<file path="src/rtl/core/hrhc_pkg.sv">
`timescale 1ns / 1ps
// ----------------------------------------------------------------------------
// hrhc_pkg
// Types, constants and character helpers for the HTTP response classifier.
// ----------------------------------------------------------------------------
package hrhc_pkg;

  localparam int unsigned HEADER_LIMIT_MAX_DEF = 4096;
  localparam int unsigned TYPE_CHARS_DEF       = 8;

  localparam int unsigned CFG_AW = 5;
  localparam int unsigned CFG_DW = 64;

  localparam logic [1:0] REG_EXP_LEN  = 2'd0;
  localparam logic [1:0] REG_EXP_TYPE = 2'd1;
  localparam logic [1:0] REG_TYPE_LEN = 2'd2;
  localparam logic [1:0] REG_MAX_HDR  = 2'd3;

  localparam logic [3:0]  TYPE_LEN_RST = 4'd8;
  localparam logic [12:0] MAX_HDR_RST  = 13'd4096;

  localparam logic [3:0] LEN_KEY_LEN  = 4'd15;
  localparam logic [3:0] TYPE_KEY_LEN = 4'd13;
  localparam logic [3:0] STATUS_BYTES = 4'd12;

  localparam logic [9:0] CODE_OK    = 10'd200;
  localparam logic [9:0] CODE_AUTH  = 10'd407;
  localparam logic [9:0] CODE_TMO   = 10'd408;
  localparam logic [9:0] CODE_SERV  = 10'd500;

  typedef enum logic [1:0] {
    MODE_DATA  = 2'd0,
    MODE_CLOSE = 2'd1,
    MODE_TMO   = 2'd2,
    MODE_START = 2'd3
  } mode_t;

  typedef enum logic [2:0] {
    V_SUCCESS = 3'd0,
    V_AUTH    = 3'd1,
    V_FAKE    = 3'd2,
    V_NOTHTTP = 3'd3,
    V_HTTPERR = 3'd4,
    V_RETRY   = 3'd5
  } verdict_t;

  typedef enum logic [1:0] {
    PH_IDLE    = 2'd0,
    PH_STATUS  = 2'd1,
    PH_HEADERS = 2'd2,
    PH_DONE    = 2'd3
  } phase_t;

  typedef enum logic [2:0] {
    FP_NONE  = 3'd0,
    FP_COLON = 3'd1,
    FP_VALUE = 3'd2,
    FP_TAIL  = 3'd3,
    FP_READY = 3'd4
  } field_t;

  localparam logic [2:0] BL_FOUND = 3'd5;

  function automatic logic [7:0] to_lower(input logic [7:0] c);
    return (c >= 8'h41 && c <= 8'h5A) ? c + 8'd32 : c;
  endfunction

  function automatic logic is_eol(input logic [7:0] c);
    return (c == 8'h0D) || (c == 8'h0A);
  endfunction

  // "content-length:" in lower case
  function automatic logic [7:0] len_key(input logic [3:0] pos);
    logic [7:0] k;
    unique case (pos)
      4'd0:  k = "c";
      4'd1:  k = "o";
      4'd2:  k = "n";
      4'd3:  k = "t";
      4'd4:  k = "e";
      4'd5:  k = "n";
      4'd6:  k = "t";
      4'd7:  k = "-";
      4'd8:  k = "l";
      4'd9:  k = "e";
      4'd10: k = "n";
      4'd11: k = "g";
      4'd12: k = "t";
      4'd13: k = "h";
      4'd14: k = ":";
      default: k = 8'h00;
    endcase
    return k;
  endfunction

  // "content-type:" in lower case
  function automatic logic [7:0] type_key(input logic [3:0] pos);
    logic [7:0] k;
    unique case (pos)
      4'd0:  k = "c";
      4'd1:  k = "o";
      4'd2:  k = "n";
      4'd3:  k = "t";
      4'd4:  k = "e";
      4'd5:  k = "n";
      4'd6:  k = "t";
      4'd7:  k = "-";
      4'd8:  k = "t";
      4'd9:  k = "y";
      4'd10: k = "p";
      4'd11: k = "e";
      4'd12: k = ":";
      default: k = 8'h00;
    endcase
    return k;
  endfunction

endpackage

</file>
<file path="src/rtl/core/http_response_header_classifier_unit.sv">
`timescale 1ns / 1ps
// ----------------------------------------------------------------------------
// http_response_header_classifier_unit
// Per-byte HTTP response status and header classifier, one verdict per
// response.
// ----------------------------------------------------------------------------
// Channel  Direction  Contents
// in_      slave      tuser[1:0] mode, tdata[7:0] data_byte
// out_     master     tdata[2:0] verdict, tdata[12:3] status_code
// cfg_     APB        expected_length, expected_type, type_length, max_hdr
//
// One transaction per cycle while in_tready is high; a result is registered and
// appears in the cycle after the accepted input transaction that decides it.
// in_tready drops only while a result waits on a stalled out_tready.
// Synchronous active-low reset: idle phase, registers at defaults.
// ----------------------------------------------------------------------------
module http_response_header_classifier_unit #(
  parameter int unsigned HEADER_LIMIT_MAX = hrhc_pkg::HEADER_LIMIT_MAX_DEF,
  parameter int unsigned TYPE_CHARS       = hrhc_pkg::TYPE_CHARS_DEF
) (
  input  logic                        clk,
  input  logic                        rst_n,
  input  logic                        in_tvalid,
  output logic                        in_tready,
  input  logic [7:0]                  in_tdata,   // [7:0] data_byte
  input  logic [1:0]                  in_tuser,   // [1:0] mode
  output logic                        out_tvalid,
  input  logic                        out_tready,
  output logic [15:0]                 out_tdata,  // [2:0] verdict, [12:3] status_code
  input  logic                        cfg_psel,
  input  logic                        cfg_penable,
  input  logic                        cfg_pwrite,
  input  logic [hrhc_pkg::CFG_AW-1:0] cfg_paddr,
  input  logic [hrhc_pkg::CFG_DW-1:0] cfg_pwdata,
  output logic [hrhc_pkg::CFG_DW-1:0] cfg_prdata,
  output logic                        cfg_pready
);
  import hrhc_pkg::*;

  localparam int unsigned BCW = $clog2(HEADER_LIMIT_MAX + 1);
  localparam int unsigned CW  = (BCW > 13) ? BCW : 13;
  localparam int unsigned TIW = $clog2(TYPE_CHARS + 1);

  // configuration
  logic [31:0] exp_len_r;
  logic [63:0] exp_type_r;
  logic [3:0]  type_len_r;
  logic [12:0] max_hdr_r;
  logic        cfg_wr;

  assign cfg_pready = 1'b1;
  assign cfg_wr     = cfg_psel & cfg_penable & cfg_pwrite & cfg_pready;

  always_ff @(posedge clk) begin
    if (!rst_n) begin
      exp_len_r  <= '0;
      exp_type_r <= '0;
      type_len_r <= TYPE_LEN_RST;
      max_hdr_r  <= MAX_HDR_RST;
    end else if (cfg_wr) begin
      unique case (cfg_paddr[4:3])
        REG_EXP_LEN:  exp_len_r  <= cfg_pwdata[31:0];
        REG_EXP_TYPE: exp_type_r <= cfg_pwdata;
        REG_TYPE_LEN: type_len_r <= cfg_pwdata[3:0];
        REG_MAX_HDR:  max_hdr_r  <= cfg_pwdata[12:0];
        default: ;
      endcase
    end
  end

  always_comb begin
    unique case (cfg_paddr[4:3])
      REG_EXP_LEN:  cfg_prdata = {32'd0, exp_len_r};
      REG_EXP_TYPE: cfg_prdata = exp_type_r;
      REG_TYPE_LEN: cfg_prdata = {60'd0, type_len_r};
      REG_MAX_HDR:  cfg_prdata = {51'd0, max_hdr_r};
      default:      cfg_prdata = '0;
    endcase
  end

  // effective compare count and header limit
  logic [3:0]    type_cnt;
  logic [3:0]    type_n;
  logic          zero_seen;
  logic [CW-1:0] limit;

  always_comb begin
    type_n    = (type_len_r > 4'(TYPE_CHARS)) ? 4'(TYPE_CHARS) : type_len_r;
    type_cnt  = type_n;
    zero_seen = 1'b0;
    for (int k = 0; k < 8; k++) begin
      if (4'(k) < type_n && !zero_seen && exp_type_r[8*k +: 8] == 8'h00) begin
        type_cnt  = 4'(k);
        zero_seen = 1'b1;
      end
    end
    limit = (CW'(max_hdr_r) > CW'(HEADER_LIMIT_MAX)) ? CW'(HEADER_LIMIT_MAX)
                                                     : CW'(max_hdr_r);
  end

  // response state
  phase_t           phase_r,    phase_nxt;
  logic [BCW-1:0]   bc_r,       bc_nxt;
  logic [9:0]       sv_r,       sv_nxt;
  logic             sok_r,      sok_nxt;
  logic [3:0]       lpos_r,     lpos_nxt;
  field_t           lph_r,      lph_nxt;
  logic [31:0]      lval_r,     lval_nxt;
  logic [3:0]       tpos_r,     tpos_nxt;
  field_t           tph_r,      tph_nxt;
  logic [TIW-1:0]   tidx_r,     tidx_nxt;
  logic             teq_r,      teq_nxt;
  logic [2:0]       bl_r,       bl_nxt;

  logic             out_valid_r;
  logic [15:0]      out_data_r;
  logic             emit;
  verdict_t         vd;
  logic [9:0]       code;

  logic             in_acc;
  logic [7:0]       c, lc;
  logic [1:0]       mode;
  logic [35:0]      lmul;
  logic [3:0]       tidx_ext;
  logic             pending;

  assign in_tready  = ~out_valid_r | out_tready;
  assign in_acc     = in_tvalid & in_tready;
  assign c          = in_tdata;
  assign lc         = to_lower(in_tdata);
  assign mode       = in_tuser;
  assign out_tvalid = out_valid_r;
  assign out_tdata  = out_data_r;

  always_comb begin
    phase_nxt = phase_r;
    bc_nxt    = bc_r;
    sv_nxt    = sv_r;
    sok_nxt   = sok_r;
    lpos_nxt  = lpos_r;
    lph_nxt   = lph_r;
    lval_nxt  = lval_r;
    tpos_nxt  = tpos_r;
    tph_nxt   = tph_r;
    tidx_nxt  = tidx_r;
    teq_nxt   = teq_r;
    bl_nxt    = bl_r;
    emit      = 1'b0;
    vd        = V_FAKE;
    code      = sv_r;
    lmul      = ({4'd0, lval_r} << 3) + ({4'd0, lval_r} << 1) + 36'(c - 8'h30);
    tidx_ext  = 4'(tidx_r);
    pending   = (phase_r == PH_STATUS) || (phase_r == PH_HEADERS);

    if (mode == MODE_START) begin
      phase_nxt = PH_STATUS;
      bc_nxt    = '0;
      sv_nxt    = '0;
      sok_nxt   = 1'b1;
      lpos_nxt  = '0;
      lph_nxt   = FP_NONE;
      lval_nxt  = '0;
      tpos_nxt  = '0;
      tph_nxt   = FP_NONE;
      tidx_nxt  = '0;
      teq_nxt   = 1'b1;
      bl_nxt    = '0;
    end else if (pending && mode != MODE_DATA) begin
      emit = 1'b1;
      vd   = V_RETRY;
      code = (phase_r == PH_HEADERS) ? sv_r : 10'd0;
    end else if (pending) begin
      if (bc_r < BCW'(HEADER_LIMIT_MAX)) bc_nxt = bc_r + 1'b1;

      // status line
      if (phase_r == PH_STATUS) begin
        if ((bc_r == BCW'(0) && c != "H") || (bc_r == BCW'(1) && c != "T") ||
            (bc_r == BCW'(2) && c != "T") || (bc_r == BCW'(3) && c != "P") ||
            (bc_r == BCW'(8) && c != " ") ||
            (bc_r == BCW'(9) && (c < "1" || c > "5")) ||
            ((bc_r == BCW'(10) || bc_r == BCW'(11)) && (c < "0" || c > "9")))
          sok_nxt = 1'b0;
        else if (bc_r >= BCW'(9) && bc_r <= BCW'(11))
          sv_nxt = (sv_r << 3) + (sv_r << 1) + 10'(c - 8'h30);
      end

      // length field
      if (lph_r == FP_NONE) begin
        if (lc == len_key(lpos_r))    lpos_nxt = lpos_r + 1'b1;
        else if (lc == len_key(4'd0)) lpos_nxt = 4'd1;
        else                          lpos_nxt = 4'd0;
        if (lpos_nxt == LEN_KEY_LEN) begin
          lpos_nxt = '0;
          lph_nxt  = FP_COLON;
        end
      end else if (lph_r != FP_READY) begin
        if (lph_r == FP_COLON && c == " ") begin
          lph_nxt = FP_VALUE;
        end else if (is_eol(c)) begin
          lph_nxt = FP_READY;
        end else if (lph_r == FP_VALUE || lph_r == FP_COLON) begin
          lph_nxt = FP_VALUE;
          if (c >= "0" && c <= "9")
            lval_nxt = (|lmul[35:32]) ? 32'hFFFF_FFFF : lmul[31:0];
          else
            lph_nxt = FP_TAIL;
        end
      end

      // type field
      if (tph_r == FP_NONE) begin
        if (lc == type_key(tpos_r))    tpos_nxt = tpos_r + 1'b1;
        else if (lc == type_key(4'd0)) tpos_nxt = 4'd1;
        else                           tpos_nxt = 4'd0;
        if (tpos_nxt == TYPE_KEY_LEN) begin
          tpos_nxt = '0;
          tph_nxt  = FP_COLON;
        end
      end else if (tph_r != FP_READY) begin
        tph_nxt = FP_VALUE;
        if (!(tph_r == FP_COLON && c == " ")) begin
          if (tidx_r < TIW'(TYPE_CHARS)) begin
            if (tidx_ext < type_cnt &&
                lc != to_lower(exp_type_r[8*tidx_ext[2:0] +: 8]))
              teq_nxt = 1'b0;
            tidx_nxt = tidx_r + 1'b1;
          end
          if (is_eol(c)) tph_nxt = FP_READY;
        end
      end

      // blank line
      if (bl_r != BL_FOUND) begin
        if (c == 8'h0D)      bl_nxt = (bl_r == 3'd2) ? 3'd4 : 3'd1;
        else if (c == 8'h0A) bl_nxt = (bl_r == 3'd1) ? 3'd2 :
                                      (bl_r == 3'd0) ? 3'd3 : BL_FOUND;
        else                 bl_nxt = 3'd0;
      end

      // decision
      code = sv_nxt;
      if (phase_r == PH_STATUS && bc_nxt >= BCW'(STATUS_BYTES)) begin
        if (!sok_nxt) begin
          emit = 1'b1; vd = V_NOTHTTP; code = 10'd0;
        end else if (sv_nxt == CODE_AUTH) begin
          emit = 1'b1; vd = V_AUTH;
        end else if (sv_nxt >= CODE_SERV || sv_nxt == CODE_TMO) begin
          emit = 1'b1; vd = V_RETRY;
        end else if (sv_nxt != CODE_OK) begin
          emit = 1'b1; vd = V_HTTPERR;
        end else begin
          phase_nxt = PH_HEADERS;
        end
      end
      if (!emit && phase_nxt == PH_HEADERS) begin
        priority if (lph_nxt == FP_READY && lval_nxt != exp_len_r) begin
          emit = 1'b1; vd = V_FAKE;
        end else if (lph_nxt == FP_READY && tph_nxt == FP_READY) begin
          emit = 1'b1;
          vd   = (teq_nxt && 4'(tidx_nxt) >= type_cnt) ? V_SUCCESS : V_FAKE;
        end else if (CW'(bc_nxt) >= limit || bl_nxt == BL_FOUND) begin
          emit = 1'b1; vd = V_FAKE;
        end else begin
          emit = 1'b0;
        end
      end
    end
    if (emit) phase_nxt = PH_DONE;
  end

  always_ff @(posedge clk) begin
    if (!rst_n) begin
      phase_r     <= PH_IDLE;
      bc_r        <= '0;
      sv_r        <= '0;
      sok_r       <= 1'b1;
      lpos_r      <= '0;
      lph_r       <= FP_NONE;
      lval_r      <= '0;
      tpos_r      <= '0;
      tph_r       <= FP_NONE;
      tidx_r      <= '0;
      teq_r       <= 1'b1;
      bl_r        <= '0;
      out_valid_r <= 1'b0;
    end else begin
      if (in_acc) begin
        phase_r <= phase_nxt;
        bc_r    <= bc_nxt;
        sv_r    <= sv_nxt;
        sok_r   <= sok_nxt;
        lpos_r  <= lpos_nxt;
        lph_r   <= lph_nxt;
        lval_r  <= lval_nxt;
        tpos_r  <= tpos_nxt;
        tph_r   <= tph_nxt;
        tidx_r  <= tidx_nxt;
        teq_r   <= teq_nxt;
        bl_r    <= bl_nxt;
      end
      if (in_acc && emit)  out_valid_r <= 1'b1;
      else if (out_tready) out_valid_r <= 1'b0;
    end
  end

  always_ff @(posedge clk) begin
    if (in_acc && emit) out_data_r <= {3'd0, code, vd};
  end

endmodule

</file>
<file path="config.mk">
export PLATFORM = sky130hd
export DESIGN_NAME = http_response_header_classifier_unit
export DESIGN_NICKNAME = d
export VERILOG_FILES = /design/src/rtl/core/hrhc_pkg.sv /design/src/rtl/core/http_response_header_classifier_unit.sv
export SDC_FILE = /design/constraint.sdc
export NUM_CORES = 1
export LEC_CHECK = 0
export BUFFER_PORTS_ARGS = -buffer_cell sky130_fd_sc_hd__buf_2
export CORE_UTILIZATION = 50
export CTS_CLUSTER_DIAMETER = 200
export DETAILED_ROUTE_END_ITERATION = 10
export PLACE_DENSITY_LB_ADDON = 0.3
export SYNTH_ARGS = -nofsm -noshare
export SYNTH_HDL_FRONTEND = slang
export SYNTH_SLANG_ARGS = --single-unit
export TNS_END_PERCENT = 5
</file>
<file path="constraint.sdc">
create_clock -name clk -period 21.6 [get_ports clk]
set_input_delay 1.08 -clock clk [delete_from_list [all_inputs] [get_ports clk]]
set_output_delay 1.08 -clock clk [all_outputs]
set_load 0.01 [all_outputs]
</file>
==> results.json <==
{
  "fin_crit_sh": 0.3004,
  "gp_congestion": 0.9307,
  "hold_violations": 0,
  "path_cells": "buf_2 -> ha_1 -> nor3_2 -> buf_4 -> fa_1 -> ha_1 -> nand4_1 -> nor3_1 -> nand2_1 -> o211ai_1 -> o21ai_1 -> xnor2_1 -> or3_1 -> or4_1 -> nand3_1 -> o21ai_1 -> inv_1",
  "reg2reg_slack_ns": 16.24,
  "vias": 15920,
  "p_seq_frac": 0.418,
  "synth_area_um2": 16680,
  "maxCapViolations": 0,
  "wire_per_inst_um": 19.94,
  "rsz0062_at_grt": "false",
  "postSynthCellCount": 2035,
  "gr-usage-met2": 0.4791,
  "synth.top_cells.by_area": "dfxtp_1 (25%), nand2_1 (7.9%), ha_1 (6.9%), a21boi_0 (5.3%), fa_1 (4.6%)",
  "clk_path_buf_depth": 3,
  "start_kind": "input pin",
  "cp.arrival_ns": 6.66,
  "rows": 66,
  "sw_frac_of_total": 0.2577,
  "grt_overflow": 0,
  "grt_pass1_wl_um": 79990,
  "power.switching_uw": 258.0,
  "hold_path_class": "reg2reg",
  "grt_pass1_vias": 14730,
  "drive_above_1_share": 0.1291,
  "synth_seq_cells": 221,
  "place_ws_ns": 14.68,
  "final_area_um2": 18620,
  "max_slew_margin": 0.2191,
  "cts_tree": "yes",
  "fp.dieW_um": 184.6,
  "synth_edf_count": 13,
  "setup_slack_ns": 15.11,
  "final-setup-viol-count": 0,
  "io_pins": 169,
  "timing.fmax_ghz": 0.1541,
  "antenna_cells": 0,
  "grt_max_degree": 133,
  "final_util": 0.5693,
  "r2r-end": "out_tdata[11]",
  "holdPathStages": 2,
  "crit_type": "in2reg",
  "clkPwrFrac": 0.472,
  "die-area_um2": 34090,
  "netlist.area_leader.share": 0.2497,
  "synth.yosys.warnings": 0,
  "dpl.hpwl_um": 37820,
  "whs_ns": 0.4965,
  "use_met1": 0.4108,
  "fin_crit_ns": 6.490,
  "async_flop_share": 0,
  "tightest_slew_ns": 1.171,
  "cts.repair.resized": 0,
  "cts-root-buf": "clkbuf_16",
  "clock_sinks": 221,
  "clk_latency_ns": 0.56,
  "antenna_found_initial": 0,
  "numCtsBuffers": 25,
  "grtUsageTotal": 0.2955,
  "critPathMaxFanout": 29,
  "antenna_left": 0,
  "dr.pass1.iters": 6,
  "critPathMaxStageDelay_ns": 0.65,
  "drv_slew": 0,
  "cp.required_ns": 21.77,
  "finalSetupTns_ns": 0,
  "p_int_uw": 743.0,
  "avgSynthCellArea_um2": 8.195,
  "drt_iter0_markers": 1503,
  "power_density_nw_per_um2": 53.77,
  "syn_to_final_growth_pct": 11.63,
  "grtUsageMet3": 0.03023,
  "synth_cell_types": 93,
  "initial_core_util": 0.5099,
  "clk_transition_reported_paths_ns": 0.06,
  "nets": 2336,
  "htreeDepth": 1,
  "place.port_buffers": 161,
  "cts_setup_buffers": 0,
  "coreArea_um2": 32700,
  "rr_startpoint": "lval_r[19]",
  "placed_area_um2": 17700,
  "die_h_um": 184.6,
  "leakage_nw": 7.446,
  "endpoint_kind": "flop",
  "synth_top_area_cell": "dfxtp_1",
  "r2r_cells": 13,
  "hp-start": "exp_len_r[15]",
  "pwr-share-comb": 0.109,
  "skew_ns": 0.03247,
  "peakVddDrop_uv": 64.67,
  "wl_um": 51440,
  "hold_buffers": 0,
  "vias_per_cell": 6.169,
  "busiest_layer": "met2",
  "drc": 0,
  "ys.flop_type": "dfxtp_1",
  "whs_endpoint": "exp_len_r[15]",
  "synth-seq-area-share": 0.2731,
  "status": "complete, no violations",
  "cp_slowest_cell": "nor3_1"
}
registers in the layout, summed over array words and instances (netlist names), 10 cells and up, named ones only:
| name | count |
|---|---|
| exp_type_r | 64 |
| max_hdr_r | 13 |
| sv_r | 10 |
| lval_r | 32 |
| exp_len_r | 32 |
| out_tdata | 13 |
| bc_r | 13 |
power groups by stage:
stage | logic, mW | registers (mW) | clock network, mW
after floorplan | 0.0723 | 0.426 | 0
after global placement | 0.105 | 0.427 | 0
after detailed placement | 0.106 | 0.428 | 0
after CTS | 0.107 | 0.419 | 0.477
after global routing | 0.118 | 0.419 | 0.494
final | 0.109 | 0.419 | 0.473
layout make-up:
cell class	count	area, µm²
multi-input combinational	1632	11420
clock buffer	36	747.0
tap	442	553.0
inverter	61	229.0
sequential	221	4554
fill	3046	14090
clock inverter	9	168.9
timing repair buffer	179	943.4
through the flow:
step                total power, mW  std cells
finish                        1.001       2580
global route                  1.030       2580
CTS                           1.003       2580
detailed placement           0.5341       2535
global placement             0.5321       2535
floorplan                    0.4981       2037
synthesized netlist by cell type, drive strengths merged (12+ instances only):
cell and count:
fa 38, edfxtp 13, mux2i 54, and2 55
a22oi 24, nor2b 40, nand2 352, buf 21
xor2 52, nand3 37, nand2b 16, dfxtp 208
a21oi 72, and3 12, o211ai 17, a21o 18
a211o 12, a31oi 23, o21ai 113, a21boi 149
clkbuf 102, nor2 111, xnor2 51, nor3 28
nand4 22, mux4 20, ha 92, nor4 28
or4 14, inv 61
how the worst max path moves through the flow:
stage / from / endpoint / slack, ns / depth (start not counted)
CTS: in_tdata[5] / out_tdata[12] / 15.23 / 17
detailed placement: in_tdata[5] / out_tdata[11] / 14.68 / 17
finish: in_tdata[5] / out_tdata[11] / 15.11 / 17
floorplan: in_tdata[4] / out_tdata[0] / 13.60 / 15
global route: in_tdata[5] / out_tdata[11] / 14.88 / 17
global placement: in_tdata[5] / out_tdata[11] / 14.78 / 17
kinds of logic (layout without fill, tap and decap cells):
group | Yosys count | count (layout) | share of synthesized area
buffers and inverters | 184 | 285 | 0.04367
DFF | 221 | 221 | 0.2731
AOI/OAI and AO/OA | 546 | 546 | 0.2282
muxes | 81 | 81 | 0.06415
xor gates and xnor gates | 103 | 103 | 0.05410
adders and majority gates | 131 | 131 | 0.1152
and+or+nand+nor | 767 | 767 | 0.2210
other | 2 | 4 | 0.0004503
critical path, delay by kind of cell:
kind            cells  cell delay [ns]
fa+ha+maj           3             1.31
buf+inv             3             1.04
xor+xnor            1             0.21
compound gates      3             0.70
simple gates        7             2.26
per-layer routing:
layer  vias up  share of wire
met3        89          0.082
met2       733           0.47
met5         -              0
li1       7441              -
met1      7652           0.42
met4         0          0.030
layout by cell type, fill, tap and decap left out, types with 22 or more instances in the layout:
master | netlist | final
nand2_1 | 352 | 352
dfxtp_1 | 208 | 208
buf_2 | 9 | 160
a21boi_0 | 117 | 117
nor2_1 | 111 | 111
ha_1 | 92 | 92
o21ai_0 | 81 | 80
a21oi_1 | 71 | 71
inv_1 | 61 | 61
and2_1 | 55 | 55
mux2i_1 | 54 | 54
xor2_1 | 52 | 52
xnor2_1 | 51 | 51
nor2b_1 | 40 | 40
fa_1 | 38 | 38
nand3_1 | 36 | 36
a21boi_1 | 32 | 32
o21ai_1 | 31 | 31
nor4_1 | 26 | 26
nor3_1 | 28 | 26
clkbuf_16 | 0 | 25
a22oi_1 | 24 | 24
a31oi_1 | 23 | 23
nand4_1 | 22 | 22
(Power assumes the default switching activity.)
